--- config.mk ---
export PLATFORM = sky130hd
export DESIGN_NAME = hpl_ram
export DESIGN_NICKNAME = d
export VERILOG_FILES = /design/src/hpl_ram.sv
export SDC_FILE = /design/constraint.sdc
export NUM_CORES = 1
export LEC_CHECK = 0
export BUFFER_PORTS_ARGS = -buffer_cell sky130_fd_sc_hd__buf_2
export CORE_ASPECT_RATIO = 1.2
export CORE_MARGIN = 5
export CORE_UTILIZATION = 40
export CTS_BUF_LIST = sky130_fd_sc_hd__clkbuf_8
export DETAILED_ROUTE_END_ITERATION = 16
export PLACE_DENSITY = 0.52
export SLEW_MARGIN = 10
export SYNTH_ARGS = -nofsm -noshare
export SYNTH_HDL_FRONTEND = slang
export SYNTH_SLANG_ARGS = --single-unit
--- constraint.sdc ---
create_clock -name aclk -period 2.9 [get_ports aclk]
set_input_delay 0.29 -clock aclk [delete_from_list [all_inputs] [get_ports aclk]]
set_output_delay 0.29 -clock aclk [all_outputs]
set_load 0.02 [all_outputs]
--- src/hpl_ram.sv ---
`timescale 1ns / 1ps
`default_nettype none
// ----------------------------------------------------------------------------
// hpl_ram
// Generic simple dual-port RAM: one write port, one read port, registered read.
// ----------------------------------------------------------------------------
module hpl_ram #(
    parameter int WIDTH = 8,
    parameter int DEPTH = 64
) (
    input  wire logic                     aclk,
    input  wire logic                     we,
    input  wire logic [$clog2(DEPTH)-1:0] waddr,
    input  wire logic [WIDTH-1:0]         wdata,
    input  wire logic                     re,
    input  wire logic [$clog2(DEPTH)-1:0] raddr,
    output logic      [WIDTH-1:0]         rdata
);

    logic [WIDTH-1:0] mem [DEPTH];

    always_ff @(posedge aclk) begin
        if (we) begin
            mem[waddr] <= wdata;
        end
        if (re) begin
            rdata <= mem[raddr];
        end
    end

endmodule
`default_nettype wire

==> flow_summary.toml, run 1 <==
[sta]
worst_pin_slew_ns = 0.968
setup_violations = 0
period_share_pct = 73.4
maxSlewHeadroom_pct = 35.5
clock.fmax_ghz = 0.470
hold-worst-slack_ns = 0.109
skew_ns = 0.0230
maxSlewViolCount = 0
final.setup.tns_ns = 0
finalCriticalPeriod_ns = 2.13
hold_viol_final = 0
rsz0062_at_grt = "false"

[clock_tree]
clockBufferDepth = 3
cts_root_buf = "clkbuf_8"
cts_buffers = 82
cts_tree = "yes"
cts-resized-gates = 0
cts_max_level = 3
holdBufCountCts = 1
cts.sinks = 520
postCtsSetupBuffers = 0
clk_latency_ns = 0.64
cts.clk_slew.worst_paths_ns = 0.06

[power_and_ir_drop]
p_comb_share_pct = 5.6
ir_drop_v = 0.000290
power.total_mw = 15.0
clockPowerShare_pct = 38.5
p_leak_nw = 7.62
internal_power_mw = 11.7
powerDensity_nw_per_um2 = 638
p_switching_mw = 3.29
seq_power_share_pct = 55.9
p_sw_share_pct = 22.0

[setup_path]
worst-endpoint-arrival_ns = 2.50
worstPathCellList = "mux4_2 -> mux2_2 -> o221a_2 -> nor3_1 -> o32ai_1"
max_stage_delay_ns = 0.46
ff2ff_path_depth = 5
crit_fanout = 1
critical_path_class = "flip-flop to flip-flop"
worstPathRequired_ns = 3.27
cp-start-kind = "flip-flop"
critPathSlowestCell = "mux4_2"
rrSetupSlack_ns = 0.77
r2r-start = "mem[16][4]"
r2r_end = "rdata[4]"
end_kind = "flip-flop"
startpoint = "mem[16][4]"

[detailed_routing]
vias_per_cell = 5.43
drc_errors = 0
first_pass_iters = 5
routed_wl_microns = 47900
via_count = 9973
drt_iter0_drc = 808
ant_nets = 0
wl_per_cell_microns = 26.1

[global_routing]
grt_pass1_wl_microns = 71100
gr-usage-all-layers_pct = 17.5
grt_max_degree = 65
antenna_found_initial = 2
overflow = 0
grt_pass1_vias = 10600

[synth]
synth_cells = 940
syn-cell-area_sq_um = 20200
synthSimpleGateAreaFrac_pct = 3.37
synthTopCellsByArea = "edfxtp_1 77%, mux4_2 14%, nor2_1 1.5%"
ys_warn_count = 0
synth_area_leader_cell = "edfxtp_1"
yosysSeqAreaShare_pct = 77.1
synth_compound_area_share_pct = 2.06
synth_area_per_cell_sq_um = 21.5
synth_top_area_share_pct = 77.1
ys_ff_latch = 520
synth_mux_area_share_pct = 15.9
synthAdderAreaFrac_pct = 0
ys_types = 39
synthXorXnorAreaFrac_pct = 0
synth_top_family_by_area = "multiplexers"
synth.net_count = 963

[job]
cap_violations = 0

[floorplan]
die_width_microns = 215
start_util_pct = 40.3
io_pins = 31
core_area_sq_um = 50200
die_area_sq_um = 55200
die_h_microns = 256
fp-row-count = 90

[hold_path]
hold_path.startpoint = "wdata[1]"
hold_depth = 1
holdPathEnd = "mem[20][1]"
min_path_type = "input port to flip-flop"

[layout]
drive_gt1_share_pct = 32.8
fin_nets = 1147
synthToLayoutAreaGrowth_pct = 15.9
fin_area_sq_um = 23500

[outcome]
status = "completed"

[placement]
dp_hpwl_microns = 30700
numPortBuffers = 30
gp_congestion = 0.783
dpl-instance-area_sq_um = 21900
## registers in the layout (all words and copies together), names as in the netlist
register,flops
mem,512
rdata,8
## worst max path at each step
stage,to,slack (ns),cells after the start
3_3_place_gp,rdata[4],0.22,7
6_report,rdata[4],0.77,5
4_1_cts,rdata[4],0.72,5
2_1_floorplan,rdata[3],0.80,7
3_5_place_dp,rdata[4],0.21,7
5_1_grt,rdata[4],0.73,5
## cell families after synthesis
kind of cell,Yosys count
buf+inv,51
mux,162
compound gates,54
simple gates,153
flops,520
## power groups by stage
stage / Combinational [mW] / Sequential, mW / Clock [mW]
6_report: 0.834 / 8.36 / 5.76
3_3_place_gp: 0.844 / 8.51 / 0
4_1_cts: 0.853 / 8.36 / 5.94
3_5_place_dp: 0.851 / 8.52 / 0
2_1_floorplan: 0.444 / 8.52 / 0
5_1_grt: 0.894 / 8.36 / 6.30
## cell usage after synthesis
library cell  number
buf_2             11
a2111oi_0          2
nand4b_1           1
buf_6              4
mux4_2           126
a221oi_1           6
nor4_1             2
o221ai_1           8
or3_1              1
nor2_1            83
and2_1             1
o2111ai_1          3
nand2b_1           7
edfxtp_1         520
mux2_2            13
a21oi_1            3
o21ai_0            2
nor2b_1           14
a22oi_1            3
o221a_2            2
a31oi_1            1
buf_4             13
o21a_1             2
clkbuf_1          17
o311ai_1           1
o41ai_1            2
buf_12             2
o22ai_1            8
o21ai_1            2
nand2_1           19
buf_1              4
nand3_1           13
nand3b_1           3
o2bb2ai_1          3
o32ai_1            2
mux2i_1           23
a211oi_1           4
nor3_1             7
nand4_1            2
## worst max-delay path: cells and delay by family (launching register included)
family,cells,cell delay (ns)
compound gates,2,0.42
flops,1,0.37
mux,2,0.74
simple gates,1,0.35
## per-layer routing
layer / GRT usage [%] / routed length [microns]
met1: 23.1 / 20200
met2: 28.8 / 23900
met3: 3.95 / 2620
met4: 6.17 / 1150
met5: 0 / 0
## per-stage QoR
step                      setup slack [ns]  cells  utilization (%)
after global routing                 0.728   1834             46.7
after detailed placement             0.210   1683             43.7
final                                0.770   1835             46.7
after floorplan                      0.804    940                -
after CTS                            0.723   1832             46.7
after global placement               0.216   1683             43.7
## final cells by class
cell class                      count  area [sq um]
Multi-Input combinational cell    369          4320
Sequential cell                   520         15600
Antenna cell                        3          7.51
Timing Repair Buffer              151          1200
Clock buffer                       89          1220
Tap cell                          644           806
Clock inverter                     59           288
Fill cell                        4241         26800
## cells in the final DEF, fill, tap and decap left out, types with 3 or more instances in the layout
master     Yosys  final
o22ai_1        8      8
nor2_1        83     83
clkinv_1       0     25
o2111ai_1      3      3
a21oi_1        3      3
mux2i_1       23     23
o221ai_1       8      8
nand2_1       19     19
nand3b_1       3      3
o2bb2ai_1      3      3
inv_1          0     24
clkinv_2       0      7
a22oi_1        3      3
buf_2         11     27
buf_4         13    112
a221oi_1       6      6
diode_2        0      3
mux4_2       126    126
a211oi_1       4      4
nand2b_1       7      7
buf_12         2     10
edfxtp_1     520    520
nor2b_1       14     14
mux2_2        13     13
nand3_1       13     13
nor3_1         7      7
clkbuf_8       0     90
No activity file was read; power rests on OpenSTA's default activity.
==> inputs of run 2 (changes only) <==
- clock period: 2.9 -> 2.15 ns (I/O delays scaled with it)
==> run 2 against run 1 <==
  * Global-route usage increased by 0.12 points
  * Wire length increased by 0.61%
  * Maximum frequency increased by 2.0%
  * Critical path type unchanged
  * Highest routed layer unchanged
==> flow_summary.toml, run 2 (same netlist as run 1, synthesis figures left out) <==
[setup_path]
critPathSlowestCell = "mux4_2"
end_kind = "flip-flop"
cp.buffers_inverters = 1
critical_path_class = "flip-flop to flip-flop"
max_stage_delay_ns = 0.47
crit_fanout = 1
path_delay_family = "multiplexers"
cp-start-kind = "flip-flop"
worst-endpoint-arrival_ns = 2.48
worstPathRequired_ns = 2.55
worstPathCellList = "mux4_2 -> mux2_2 -> o221a_2 -> nor3_4 -> buf_4 -> o32ai_1"

[layout]
reg.largest.list = "mem: 512 flops, rdata: 8 flops"
fin_nets = 1192
final_cell_mix = "520 x edfxtp_1, 151 x buf_4, 126 x mux4_2"
regMostFlops = "mem"
synthToLayoutAreaGrowth_pct = 17.6
layout_commonest_cell = "edfxtp_1"
largest_register_ff_count = 512
drive_gt1_share_pct = 35.4

[global_routing]
antenna_found_initial = 2
grt_pass1_vias = 10600
gr-usage-all-layers_pct = 17.6
grt_max_degree = 65
grt_pass1_wl_microns = 71100
overflow = 0

[sta]
worst_pin_slew_ns = 0.762
maxSlewViolCount = 0
hold_viol_final = 0
setup_violations = 0
skew_ns = 0.0278
setup_ws_ns = 0.0613
finalCriticalPeriod_ns = 2.09
final.setup.tns_ns = 0
rsz0062_at_grt = "false"
period_share_pct = 97.1
maxSlewHeadroom_pct = 49.2
clock.fmax_ghz = 0.479

[detailed_routing]
wl_per_cell_microns = 25.6
vias_per_cell = 5.29
met2_length_microns = 24000
first_pass_iters = 5
ant_nets = 0
wl_met1_microns = 20300
dr_wl_met3_microns = 2620
drt_iter0_drc = 816
via_count = 9944
highest-signal-layer = "met4"
drc_errors = 0
routed_wl_microns = 48200

[placement]
preCtsSetupSlack_ns = -0.425
numPortBuffers = 30
dp_hpwl_microns = 30800
gp_congestion = 0.790

[floorplan]
fp-row-count = 90
io_pins = 31
die_width_microns = 215
core_area_sq_um = 50200
start_util_pct = 40.3
die_h_microns = 256
die_area_sq_um = 55200

[power_and_ir_drop]
clockPowerShare_pct = 37.1
p_comb_share_pct = 6.1
internal_power_mw = 15.4
seq_power_share_pct = 56.8
p_sw_share_pct = 22.4
p_switching_mw = 4.45
ir_drop_v = 0.000403
powerDensity_nw_per_um2 = 833
power.total_mw = 19.8
p_leak_nw = 7.87

[clock_tree]
cts_root_buf = "clkbuf_8"
cts_tree = "yes"
cts_max_level = 3
cts_buffers = 82
postCtsSetupBuffers = 0
clockBufferDepth = 3
cts.sinks = 520
cts.clk_slew.worst_paths_ns = 0.06
clk_latency_ns = 0.65

[hold_path]
min_path_type = "input port to flip-flop"

[outcome]
status = "completed"

[job]
cap_violations = 0
[run 2: changes by cell type in the layout (fill, tap and decap cells not counted), moves of 2 or more]
cell        before  now
buf_12          10   16
buf_4          112  151
bufinv_16        2    0
clkbuf_8        90   85
clkinv_1        25   16
clkinv_2         7    9
clkinvlp_4       0    2
inv_1           24   34
inv_6            0    3
nor3_1           7    5
nor3_4           0    2
[run 2: worst paths after layout]
kind,startpoint,end,slack [ns],cells after the start
max,mem[29][6],rdata[6],0.06,6
min,wdata[2],mem[43][2],0.08,2
max reg2reg,mem[29][6],rdata[6],0.06,6
min reg2reg,mem[4][7],rdata[7],0.93,4
[run 2: stage by stage]
| stage | hold WS, ns | util, % | area, sq um | instances |
|---|---|---|---|---|
| final | 0.0807 | 47.4 | 23800 | 1880 |
| after global routing | 0.0467 | 47.4 | 23800 | 1879 |
| after CTS | 0.0219 | 47.4 | 23800 | 1877 |
| after detailed placement | 0.585 | 44.5 | 22300 | 1728 |
| after global placement | 0.580 | 44.5 | 22300 | 1728 |
| after floorplan | 0.314 | - | 20200 | 940 |
[run 2: cell type report]
type,instances,area (sq um)
multi-input cells,369,4340
well taps,644,806
diodes,3,7.51
repair buffers,196,1610
fillers,4191,26400
flip-flops and latches,520,15600
clock inverters,64,274
clock buffers,84,1160
[run 2: timing repair]
item,CTS,global route
hold buffers,1,0
pin swaps,0,1
resized for setup,4,1
setup endpoints to repair,3,2
hold endpoints to repair,8,0
[run 2: routing by layer]
layer | vias to the layer above | global-route usage (%)
met5 | - | 0
met4 | 0 | 6.42
met3 | 69 | 3.35
met2 | 270 | 29.0
met1 | 5188 | 23.6
li1 | 4417 | -
[run 2: power groups by stage]
stage               Clock (mW)  Combinational, mW  Sequential [mW]
floorplan                    0              0.598             11.5
global placement             0               1.20             11.5
detailed placement           0               1.22             11.5
CTS                       7.63               1.23             11.3
global route              8.10               1.29             11.3
finish                    7.37               1.20             11.3
