==> config.mk <==
export PLATFORM = sky130hd
export DESIGN_NAME = hpl_ctrl
export DESIGN_NICKNAME = d
export VERILOG_FILES = /design/src/hpl_pkg.sv /design/src/hpl_decode.sv /design/src/hpl_ctrl.sv
export SDC_FILE = /design/constraint.sdc
export NUM_CORES = 1
export LEC_CHECK = 0
export BUFFER_PORTS_ARGS = -buffer_cell sky130_fd_sc_hd__buf_2
export CORE_ASPECT_RATIO = 0.6
export CORE_MARGIN = 4
export CORE_UTILIZATION = 49
export DETAILED_ROUTE_END_ITERATION = 10
export GPL_TIMING_DRIVEN = 0
export PLACE_DENSITY = 0.75
export SLEW_MARGIN = 0
export SYNTH_ARGS = -nofsm -noshare
export SYNTH_HDL_FRONTEND = slang
export SYNTH_SLANG_ARGS = --single-unit
export TNS_END_PERCENT = 50
==> constraint.sdc <==
create_clock -name aclk -period 3.6 [get_ports aclk]
set_clock_uncertainty 0.1 [all_clocks]
set_input_delay 0.18 -clock aclk [delete_from_list [all_inputs] [get_ports aclk]]
set_output_delay 0.18 -clock aclk [all_outputs]
set_load 0.02 [all_outputs]
==> src/hpl_pkg.sv <==
`timescale 1ns / 1ps
`default_nettype none
// ----------------------------------------------------------------------------
// hpl_pkg
// Shared constants, command codes and helper functions of the hex page loader.
// ----------------------------------------------------------------------------
package hpl_pkg;

    localparam int BUFFER_CHARS_DEF = 512;
    localparam int PAGE_BYTES_DEF   = 256;

    // One memory row holds one 64-bit word worth of characters
    localparam int LANES  = 8;
    localparam int CHAR_W = 8;

    localparam logic [1:0] FUNC_SET_PAGE = 2'd0;
    localparam logic [1:0] FUNC_APPEND   = 2'd1;
    localparam logic [1:0] FUNC_FINISH   = 2'd2;
    localparam logic [1:0] FUNC_REMAINS  = 2'd3;

    localparam logic [3:0] COUNT_MAX = 4'd8;

    localparam logic [7:0] CHAR_DIGIT_0   = 8'h30;
    localparam logic [7:0] CHAR_DIGIT_9   = 8'h39;
    localparam logic [7:0] CHAR_UPPER_A   = 8'h41;
    localparam logic [7:0] HEX_ALPHA_BASE = 8'd10;

    typedef struct packed {
        logic clr_we;
        logic app_we;
        logic wb_we;
        logic rd_en;
    } hpl_mem_cmd_t;

    function automatic logic [3:0] sat_count(input logic [3:0] c);
        return (c > COUNT_MAX) ? COUNT_MAX : c;
    endfunction

    // Digits count as 0-9, anything else as c - 'A' + 10, wrapping at 8 bits
    function automatic logic [7:0] hex_value(input logic [7:0] c);
        if (c >= CHAR_DIGIT_0 && c <= CHAR_DIGIT_9) begin
            return c - CHAR_DIGIT_0;
        end
        return c - CHAR_UPPER_A + HEX_ALPHA_BASE;
    endfunction

endpackage
`default_nettype wire

==> src/hpl_decode.sv <==
`timescale 1ns / 1ps
`default_nettype none
// ----------------------------------------------------------------------------
// hpl_decode
// Converts sixteen ASCII hex characters into one little-endian 64-bit word.
// ----------------------------------------------------------------------------
module hpl_decode import hpl_pkg::*; (
    input  wire logic [2*LANES*CHAR_W-1:0] chars16,
    output logic      [LANES*CHAR_W-1:0]   word
);

    always_comb begin
        logic [7:0] hi_val;
        logic [7:0] lo_val;
        for (int b = 0; b < LANES; b++) begin
            hi_val = hex_value(chars16[(2*b)*CHAR_W +: CHAR_W]);
            lo_val = hex_value(chars16[(2*b+1)*CHAR_W +: CHAR_W]);
            word[b*CHAR_W +: CHAR_W] = {hi_val[3:0], 4'b0000} + lo_val;
        end
    end

endmodule
`default_nettype wire

==> src/hpl_ctrl.sv <==
`timescale 1ns / 1ps
`default_nettype none
// ----------------------------------------------------------------------------
// hpl_ctrl
// Command sequencer: fill position, page number, clearing pass, page-write
// read/decode/write-back loop and the output word register.
// ----------------------------------------------------------------------------
module hpl_ctrl import hpl_pkg::*; #(
    parameter int BUFFER_CHARS = BUFFER_CHARS_DEF,
    parameter int PAGE_BYTES   = PAGE_BYTES_DEF
) (
    input  wire logic                                 aclk,
    input  wire logic                                 aresetn,
    input  wire logic                                 s_valid,
    output logic                                      s_ready,
    input  wire logic [1:0]                           s_func,
    input  wire logic [15:0]                          s_page,
    input  wire logic [3:0]                           s_count,
    output hpl_mem_cmd_t                              mem_cmd,
    output logic [$clog2(BUFFER_CHARS/LANES)-1:0]     clr_row,
    output logic [$clog2(BUFFER_CHARS/LANES)-1:0]     rd_row,
    output logic [$clog2(BUFFER_CHARS/LANES)-1:0]     wb_row,
    output logic [LANES*CHAR_W-1:0]                   wb_data,
    output logic [$clog2(BUFFER_CHARS+1)-1:0]         fill,
    input  wire logic [LANES*CHAR_W-1:0]              rd_data,
    output logic                                      m_valid,
    input  wire logic                                 m_ready,
    output logic [15:0]                               m_out_page,
    output logic [4:0]                                m_word_index,
    output logic [63:0]                               m_word_data,
    output logic                                      m_last
);

    localparam int ROWS   = BUFFER_CHARS / LANES;
    localparam int ROW_W  = $clog2(ROWS);
    localparam int WORDS  = PAGE_BYTES / LANES;
    localparam int WCNT_W = $clog2(WORDS);
    localparam int FILL_W = $clog2(BUFFER_CHARS + 1);
    localparam int CMP_W  = ((WCNT_W + 1) > ROW_W) ? (WCNT_W + 2) : (ROW_W + 1);
    localparam int WORD_W = LANES * CHAR_W;

    localparam logic [2:0] ST_CLEAR = 3'd0;
    localparam logic [2:0] ST_IDLE  = 3'd1;
    localparam logic [2:0] ST_RD_HI = 3'd2;
    localparam logic [2:0] ST_RD_LO = 3'd3;
    localparam logic [2:0] ST_DEC   = 3'd4;

    logic [2:0]        state_reg, state_next;
    logic [ROW_W-1:0]  clr_row_reg, clr_row_next;
    logic [FILL_W-1:0] fill_reg, fill_next;
    logic [15:0]       page_reg, page_next;
    logic [WCNT_W-1:0] wcnt_reg, wcnt_next;
    logic              rd_oob_reg, rd_oob_next;
    logic [WORD_W-1:0] hi_reg, hi_next;
    logic              m_valid_reg, m_valid_next;
    logic [15:0]       m_page_reg, m_page_next;
    logic [4:0]        m_index_reg, m_index_next;
    logic [63:0]       m_data_reg, m_data_next;
    logic              m_last_reg, m_last_next;

    logic [3:0]        cnt_sat;
    logic [FILL_W:0]   fill_sum;
    logic [FILL_W-1:0] fill_app;
    logic [WCNT_W:0]   rd_row_wide;
    logic              rd_oob;
    logic              out_free;
    logic              wb_in_range;
    logic              last_word;
    logic [WCNT_W-1:0] wcnt_inc;
    logic [WORD_W-1:0] lo_chars;
    logic [WORD_W-1:0] word;

    assign cnt_sat   = sat_count(s_count);
    assign fill_sum  = {1'b0, fill_reg} + (FILL_W+1)'(cnt_sat);
    assign fill_app  = (fill_sum > (FILL_W+1)'(BUFFER_CHARS)) ?
                       FILL_W'(BUFFER_CHARS) : fill_sum[FILL_W-1:0];
    assign out_free  = !m_valid_reg || m_ready;
    assign last_word = (wcnt_reg == WCNT_W'(WORDS - 1));
    assign wcnt_inc  = wcnt_reg + 1'b1;
    assign wb_in_range = (CMP_W'(wcnt_reg) < CMP_W'(ROWS));
    assign rd_oob    = (CMP_W'(rd_row_wide) >= CMP_W'(ROWS));

    // Rows past the end of the buffer read as zero characters
    assign lo_chars = rd_oob_reg ? '0 : rd_data;

    hpl_decode u_decode (
        .chars16 ({lo_chars, hi_reg}),
        .word    (word)
    );

    always_comb begin
        state_next   = state_reg;
        clr_row_next = clr_row_reg;
        fill_next    = fill_reg;
        page_next    = page_reg;
        wcnt_next    = wcnt_reg;
        rd_oob_next  = rd_oob_reg;
        hi_next      = hi_reg;
        m_valid_next = m_valid_reg && !m_ready;
        m_page_next  = m_page_reg;
        m_index_next = m_index_reg;
        m_data_next  = m_data_reg;
        m_last_next  = m_last_reg;
        mem_cmd      = '0;
        rd_row_wide  = '0;

        case (state_reg)
            ST_CLEAR: begin
                mem_cmd.clr_we = 1'b1;
                clr_row_next   = clr_row_reg + 1'b1;
                if (clr_row_reg == ROW_W'(ROWS - 1)) begin
                    state_next = ST_IDLE;
                end
            end
            ST_IDLE: begin
                if (s_valid) begin
                    case (s_func)
                        FUNC_SET_PAGE: begin
                            page_next    = s_page;
                            fill_next    = '0;
                            clr_row_next = '0;
                            state_next   = ST_CLEAR;
                        end
                        FUNC_APPEND: begin
                            mem_cmd.app_we = 1'b1;
                            if (fill_app == FILL_W'(BUFFER_CHARS)) begin
                                fill_next  = '0;
                                wcnt_next  = '0;
                                state_next = ST_RD_HI;
                            end else begin
                                fill_next = fill_app;
                            end
                        end
                        FUNC_FINISH: begin
                            mem_cmd.app_we = 1'b1;
                            fill_next      = '0;
                            wcnt_next      = '0;
                            state_next     = ST_RD_HI;
                        end
                        default: begin
                            if (fill_reg != '0) begin
                                wcnt_next  = '0;
                                state_next = ST_RD_HI;
                            end
                        end
                    endcase
                end
            end
            ST_RD_HI: begin
                mem_cmd.rd_en = 1'b1;
                rd_row_wide   = {wcnt_reg, 1'b0};
                state_next    = ST_RD_LO;
            end
            ST_RD_LO: begin
                hi_next       = lo_chars;
                mem_cmd.rd_en = 1'b1;
                rd_row_wide   = {wcnt_reg, 1'b1};
                state_next    = ST_DEC;
            end
            ST_DEC: begin
                // Hold here until the output register can take the word
                if (out_free) begin
                    mem_cmd.wb_we = wb_in_range;
                    m_valid_next  = 1'b1;
                    m_page_next   = page_reg;
                    m_index_next  = 5'(wcnt_reg);
                    m_data_next   = word;
                    m_last_next   = last_word;
                    if (last_word) begin
                        page_next  = page_reg + 1'b1;
                        wcnt_next  = '0;
                        state_next = ST_IDLE;
                    end else begin
                        wcnt_next     = wcnt_inc;
                        mem_cmd.rd_en = 1'b1;
                        rd_row_wide   = {wcnt_inc, 1'b0};
                        state_next    = ST_RD_LO;
                    end
                end
            end
            default: begin
                state_next = ST_IDLE;
            end
        endcase

        if (mem_cmd.rd_en) begin
            rd_oob_next = rd_oob;
        end
    end

    always_ff @(posedge aclk) begin
        if (!aresetn) begin
            state_reg   <= ST_CLEAR;
            clr_row_reg <= '0;
            fill_reg    <= '0;
            page_reg    <= '0;
            wcnt_reg    <= '0;
            rd_oob_reg  <= 1'b0;
            m_valid_reg <= 1'b0;
        end else begin
            state_reg   <= state_next;
            clr_row_reg <= clr_row_next;
            fill_reg    <= fill_next;
            page_reg    <= page_next;
            wcnt_reg    <= wcnt_next;
            rd_oob_reg  <= rd_oob_next;
            m_valid_reg <= m_valid_next;
        end
    end

    always_ff @(posedge aclk) begin
        hi_reg      <= hi_next;
        m_page_reg  <= m_page_next;
        m_index_reg <= m_index_next;
        m_data_reg  <= m_data_next;
        m_last_reg  <= m_last_next;
    end

    assign s_ready      = (state_reg == ST_IDLE);
    assign clr_row      = clr_row_reg;
    assign rd_row       = ROW_W'(rd_row_wide);
    assign wb_row       = ROW_W'(wcnt_reg);
    assign wb_data      = word;
    assign fill         = fill_reg;
    assign m_valid      = m_valid_reg;
    assign m_out_page   = m_page_reg;
    assign m_word_index = m_index_reg;
    assign m_word_data  = m_data_reg;
    assign m_last       = m_last_reg;

endmodule
`default_nettype wire

==> results of run 1 <==
## cells by family after synthesis
logic type,after synthesis
multiplexers,25
adder cells (fa/ha/maj),117
XOR/XNOR,101
flip-flops,191
other,1
AO/OA/AOI/OAI,199
buffers and inverters,91
AND/OR/NAND/NOR,226
## what timing repair did
item	CTS	global route
resized for setup	19	45
endpoints found under the setup margin	4	8
endpoints found under the hold margin	71	0
gates cloned	0	0
setup buffers	15	15
pin swaps	8	33
hold buffers	71	0
## power by group through the flow
stage	registers, mW	clock network [mW]	logic, mW
after global routing	2.39	2.15	0.758
after floorplan	2.44	0	0.377
after detailed placement	2.44	0	0.608
after global placement	2.44	0	0.600
after CTS	2.39	2.04	0.674
final	2.39	2.00	0.691
## cell type report
type | count | share of cell area
clock buffer | 20 | 0.0344
sequential | 191 | 0.366
timing repair buffer | 374 | 0.162
inverter | 74 | 0.0193
multi-input combinational | 669 | 0.379
buffer | 17 | 0.00610
clock inverter | 12 | 0.00877
tap | 279 | 0.0240
## layout by cell type (no fill, tap or decap), types with 12 or more instances in the layout
cell type	count
nand2_1	73
dfxtp_1	41
nor2_1	45
nand3_1	16
xnor2_1	77
dlygate4sd3_1	71
clkbuf_16	20
a21o_1	14
a21oi_1	32
o21ai_0	39
nand2b_1	25
inv_1	65
o21bai_1	12
mux2_2	20
and3_1	14
buf_4	35
ha_1	99
xor2_1	22
buf_2	268
a31oi_1	27
edfxtp_1	150
## path summary, 6_finish.rpt
| check | end | cells past startpoint | startpoint |
|---|---|---|---|
| max | wb_data[31] | 12 | hi_reg[49]$_DFFE_PN_ |
| min | m_word_data[57]$_DFFE_PP_ | 2 | rd_data[57] |
| max reg2reg | m_word_data[15]$_DFFE_PP_ | 11 | hi_reg[17]$_DFFE_PN_ |
| min reg2reg | m_out_page[15]$_DFFE_PP_ | 0 | page_reg[15]$_SDFFE_PN0P_ |
## Yosys cell counts, types with 2 or more instances
library cell  instances  area (sq um)
a211o_1               3          26.3
fa_1                  9           180
and4_1                2          17.5
a21o_1               14           105
and2_1                6          37.5
a32o_1                2          20.0
a21oi_1              44           220
and3_1               14          87.6
o21bai_1             16           120
a211oi_1              9          67.6
nand2b_1             26           163
inv_1                73           274
buf_2                 2          10.0
a2bb2oi_1             3          26.3
a311oi_1              2          17.5
xnor2_1              79           692
a22oi_1               2          15.0
ha_1                108          1350
nor3_1                9          45.0
nand3b_1              3          22.5
nand4_1               9          56.3
nor4_1                4          25.0
o21ai_0              40           200
edfxtp_1            150          4500
o31a_1                3          26.3
nor2b_1               6          37.5
nor2_1               45           169
dfxtp_1              41           821
nor3b_1               4          30.0
xor2_1               22           193
a2111oi_2             8           120
nand3_1              16          80.1
nand2_1              73           274
clkbuf_1             10          37.5
a31oi_1              27           169
a22o_1               10          87.6
o22ai_1               6          37.5
buf_4                 2          15.0
mux2_2               24           270
o21a_1                3          22.5
buf_6                 2          22.5
## per-layer routing
metal,vias to the layer above,global-route usage,wire (um)
met5,-,0,12
li1,4197,-,-
met3,34,0.0548,2170
met4,2,0.0524,383
met1,4232,0.316,13200
met2,370,0.345,13000
## worst max-delay path: stages, from the launching register on
cell,delay (ns)
edfxtp_1,0.42
inv_2,0.15
ha_4,0.17
o21bai_4,0.06
a2111oi_4,0.44
mux2_4,0.36
ha_4,0.21
a21o_1,0.18
a21oi_2,0.16
xnor2_1,0.15
xnor2_1,0.11
xnor2_1,0.23
buf_4,0.19
==> flow_summary.ini, run 1 <==
[status]
status = completed

[timing]
setup-tns-final_ns = 0
min_period_ns = 3.53
finalWorstSetupSlack_ns = 0.0681
finalHoldViolCount = 0
hold_slack_ns = 0.0325
fmax_ghz = 0.283
timing.final.crit_share = 0.981
grt_setup_unrepaired = yes
relSlewSlack = 0.283
tightest_slew_ns = 1.06
setup_violations = 0
final_max_slew_viol_count = 0

[clock_tree]
clk_path_buf_depth = 2
cts_root_buf = clkbuf_16
clock-sinks = 191
cts_inserted_buffers = 17
cts_tree = yes
htreeDepth = 4
worstSkewPairLatency_ns = 0.44
path_clk_slew_ns = 0.07

[power]
leakagePower_nw = 6.25
seqPwrFrac = 0.470
pwr-share-comb = 0.136
p_per_area_mw_per_mm2 = 349
p_total_mw = 5.08
clkPwrFrac = 0.394
ir_drop_v = 0.000338
p_sw_frac = 0.255
p_int_mw = 3.78
p_switching_mw = 1.30

[critical_path]
regToRegSetupSlack_ns = 0.67
crit_arrival_ns = 3.25
crit_path_end_kind = primary output
path_max_fanout = 3
path_class = reg2out
cp.required_ns = 3.32
start_kind = flop

[floorplanning]
initial_core_util = 0.508
die_area_sq_mm = 0.0247
die_height_um = 123
core_sq_mm = 0.0214
die_w_um = 200
ios = 274
rows = 41

[cells_and_area]
nNetsFinal = 1551
finalNonFillerCells = 1636
fillers = 1567
finalInstanceArea_sq_mm = 0.0146
post-route-util = 0.680
regArea_sq_mm = 0.00533
insertedDiodeCount = 0
drive_above_1_share = 0.307
multi_input_area_sq_mm = 0.00552
syn_to_final_growth_pct = 33.8

[place]
dp_slack_ns = 0.105
port_buffers = 271
postPlaceCellArea_sq_mm = 0.0126
gp_congestion = 0.922
dpl.cell_count = 1503
dpl.hpwl_um = 20200

[hold_path]
hp-class = in2reg

[global_route]
antenna_found_initial = 1
grt_start_max_net_pins = 51
grtUsageTotal = 0.222
grt_first_pass_wirelength_um = 44200
grt_overflow = 0
grt_pass1_vias = 8302

[synth]
synth_compound_area_frac = 0.124
syn_area_sq_mm = 0.0109
synth-adder-area-share = 0.141
synth_edf_count = 150
ys.flop_type = edfxtp_1
netlist_instances = 951
syn_nets = 1158
ys_ff_latch = 191
avgSynthCellArea_sq_um = 11.4
synthXorXnorAreaFrac = 0.0813
async_flop_share = 0
synth_cell_types = 61
synth_top_family_by_area = adder cells
synthMuxAreaShare = 0.0258
ys_warn_count = 0
synthSimpleGateAreaFrac = 0.105
yosysSeqAreaShare = 0.490

[detailed_routing]
drt-wirelength-per-cell_um = 17.6
drc = 0
drt_iter0_markers = 683
vias = 8835
first_pass_iters = 8
routed_wl_um = 28800
ant_nets = 0
viasPerCell = 5.40

[flow_run]
drv_cap = 0
(Power assumes the default switching activity.)
==> inputs of run 2 (changes only) <==
Settings changed: ABC_AREA from default to 1, CORE_UTILIZATION 49 to 51, CTS_BUF_LIST from default to sky130_fd_sc_hd__clkbuf_8, PLACE_DENSITY 0.75 to 0.78.
==> flow_summary.ini, run 2 <==
[floorplanning]
initial_core_util = 0.526
ios = 274
core_sq_mm = 0.0213
rows = 41
die_w_um = 200
die_area_sq_mm = 0.0245
die_height_um = 123

[hold_path]
hp-class = in2reg

[synth]
async_flop_share = 0
synth-adder-area-share = 0.136
synth_area_leader_cell = edfxtp_1
netlist_instances = 1168
synth_cell_types = 46
yosysSeqAreaShare = 0.474
ys_ff_latch = 191
synth_top_family_by_area = simple AND/OR/NAND/NOR gates
synth_commonest_cells = 215 x nand2_1, 150 x edfxtp_1, 150 x inv_1
syn_nets = 1375
yosysMostFrequentCell = nand2_1
synthXorXnorAreaFrac = 0.0749
synth_edf_count = 150
ys_warn_count = 0
synth.area.top_cells = edfxtp_1 40%, ha_1 12%, dfxtp_1 7.3%, nand2_1 7.2%, xor2_1 5.4%
synthSimpleGateAreaFrac = 0.177
syn_area_sq_mm = 0.0112
synth_top_area_share = 0.401
synth_compound_area_frac = 0.0783
ys.flop_type = edfxtp_1
synthMuxAreaShare = 0
avgSynthCellArea_sq_um = 9.62

[critical_path]
crit_path_end_kind = primary output
path_class = in2out
cp.required_ns = 3.32
start_kind = input pin
crit_arrival_ns = 3.15
path_max_fanout = 6

[power]
ir_drop_v = 0.000301
clkPwrFrac = 0.309
p_per_area_mw_per_mm2 = 308
leakagePower_nw = 6.51
p_int_mw = 3.26
p_sw_frac = 0.265
pwr-share-comb = 0.154
seqPwrFrac = 0.538
p_switching_mw = 1.18

[cells_and_area]
layout_common_cells = 270 x buf_2, 215 x nand2_1, 150 x edfxtp_1
drive_above_1_share = 0.243
fillers = 1620
syn_to_final_growth_pct = 28.2
post-route-util = 0.675
nNetsFinal = 1767
layout_commonest_cell = buf_2

[clock_tree]
cts_root_buf = clkbuf_8
clock-sinks = 191
cts_tree = yes
htreeDepth = 4
worstSkewPairLatency_ns = 0.48
cts_inserted_buffers = 17
path_clk_slew_ns = 0.09
clk_path_buf_depth = 2

[global_route]
grt_overflow = 0
grtUsageTotal = 0.233
grt_first_pass_wirelength_um = 45400
grt_pass1_vias = 8990
grt_start_max_net_pins = 35
antenna_found_initial = 1

[flow_run]
drv_cap = 0

[timing]
finalHoldViolCount = 0
fmax_ghz = 0.291
tightest_slew_ns = 0.928
final_max_slew_viol_count = 0
grt_setup_unrepaired = yes
setup-tns-final_ns = 0
setup_violations = 0
timing.final.crit_share = 0.954
hold_slack_ns = 0.0620
min_period_ns = 3.43
relSlewSlack = 0.380

[place]
dpl.hpwl_um = 21100
gp_congestion = 0.897
port_buffers = 272

[detailed_routing]
routed_wl_um = 29000
ant_nets = 0
drt_iter0_markers = 659
first_pass_iters = 6
viasPerCell = 5.08
drc = 0
drt-wirelength-per-cell_um = 15.6
vias = 9399

[status]
status = completed
## run 2: changes by cell type in the layout (fill, tap and decap cells not counted), sizes merged, moves of 24 or more
| cell | delta |
|---|---|
| inv | +76 |
| nand2b | -26 |
| xnor2 | -52 |
| mux2 | -24 |
| a31oi | -24 |
| nand2 | +148 |
| nor2 | +52 |
| nand3 | +59 |
| xor2 | +47 |
| o21ai | +28 |
## run 2: logic make-up after synthesis
family | after synthesis
flops | 191
xor+xnor | 96
buf+inv | 168
fa+ha+maj | 117
other cells | 1
compound gates | 152
simple gates | 443
## run 2: area by class of cell
| type | instances | area (sq um) | share of cell area |
|---|---|---|---|
| repair buffers | 373 | 2400 | 0.167 |
| plain buffers | 10 | 65.1 | 0.00452 |
| well taps | 279 | 349 | 0.0242 |
| diodes | 1 | 2.50 | 0.000174 |
| multi-input cells | 809 | 5290 | 0.368 |
| flip-flops and latches | 191 | 5330 | 0.370 |
| clock buffers | 17 | 234 | 0.0163 |
| clock inverters | 14 | 128 | 0.00886 |
| inverters | 158 | 602 | 0.0418 |
## run 2: metal layers
layer / wire [um] / vias to the layer above / GRT usage
li1: - / 4662 / -
met1: 12700 / 4315 / 0.319
met2: 13400 / 382 / 0.373
met3: 2380 / 40 / 0.0599
met4: 494 / 0 / 0.0649
met5: 0 / - / 0
## run 2: final timing paths
kind / depth (start not counted) / slack, ns / endpoint / startpoint
max: 19 / 0.17 / wb_data[47] / rd_data[24]
min reg2reg: 2 / 0.41 / fill[3]$_SDFFE_PN0P_ / fill[3]$_SDFFE_PN0P_
max reg2reg: 14 / 0.82 / m_word_data[7]$_DFFE_PP_ / hi_reg[0]$_DFFE_PN_
min: 4 / 0.06 / fill[9]$_SDFFE_PN0P_ / s_func[1]
## run 2: metrics by stage
| step | setup slack, ns | instances | instance area [sq um] | power [mW] |
|---|---|---|---|---|
| CTS | -0.0244 | 1834 | 14200 | 4.44 |
| global placement | -0.0447 | 1719 | 13000 | 3.00 |
| global route | -0.0387 | 1852 | 14400 | 4.63 |
| detailed placement | 0.483 | 1723 | 13100 | 3.02 |
| finish | 0.167 | 1852 | 14400 | 4.44 |
| floorplan | 0.768 | 1168 | 11200 | 2.80 |
## run 2: power by group through the flow
stage          sequential [mW]  combinational, mW  clock [mW]
2_1_floorplan             2.44              0.358           0
3_3_place_gp              2.44              0.567           0
3_5_place_dp              2.44              0.583           0
4_1_cts                   2.38              0.659        1.39
5_1_grt                   2.39              0.747        1.50
6_report                  2.39              0.682        1.37
## run 2: worst max-delay path, cell delays in order
cell and delay (ns):
dlygate4sd3_1 0.54, buf_2 0.15, inv_1 0.09, ha_1 0.20, o21ai_0 0.24, a21oi_2 0.13
inv_1 0.17, nand2_1 0.09, o21a_1 0.15, ha_1 0.29, nand3_1 0.07, nand2_1 0.08
xor2_1 0.17, xor2_1 0.19, inv_1 0.06, nand2_1 0.05, nand2_1 0.08, inv_1 0.08
buf_2 0.16
## run 2: timing repair
action / in CTS / in global routing
gates resized for setup: 1 / 22
setup buffers: 0 / 17
hold buffers: 80 / 0
endpoints found under the setup margin: 2 / 10
endpoints found under the hold margin: 83 / 0
pin swaps: 1 / 16
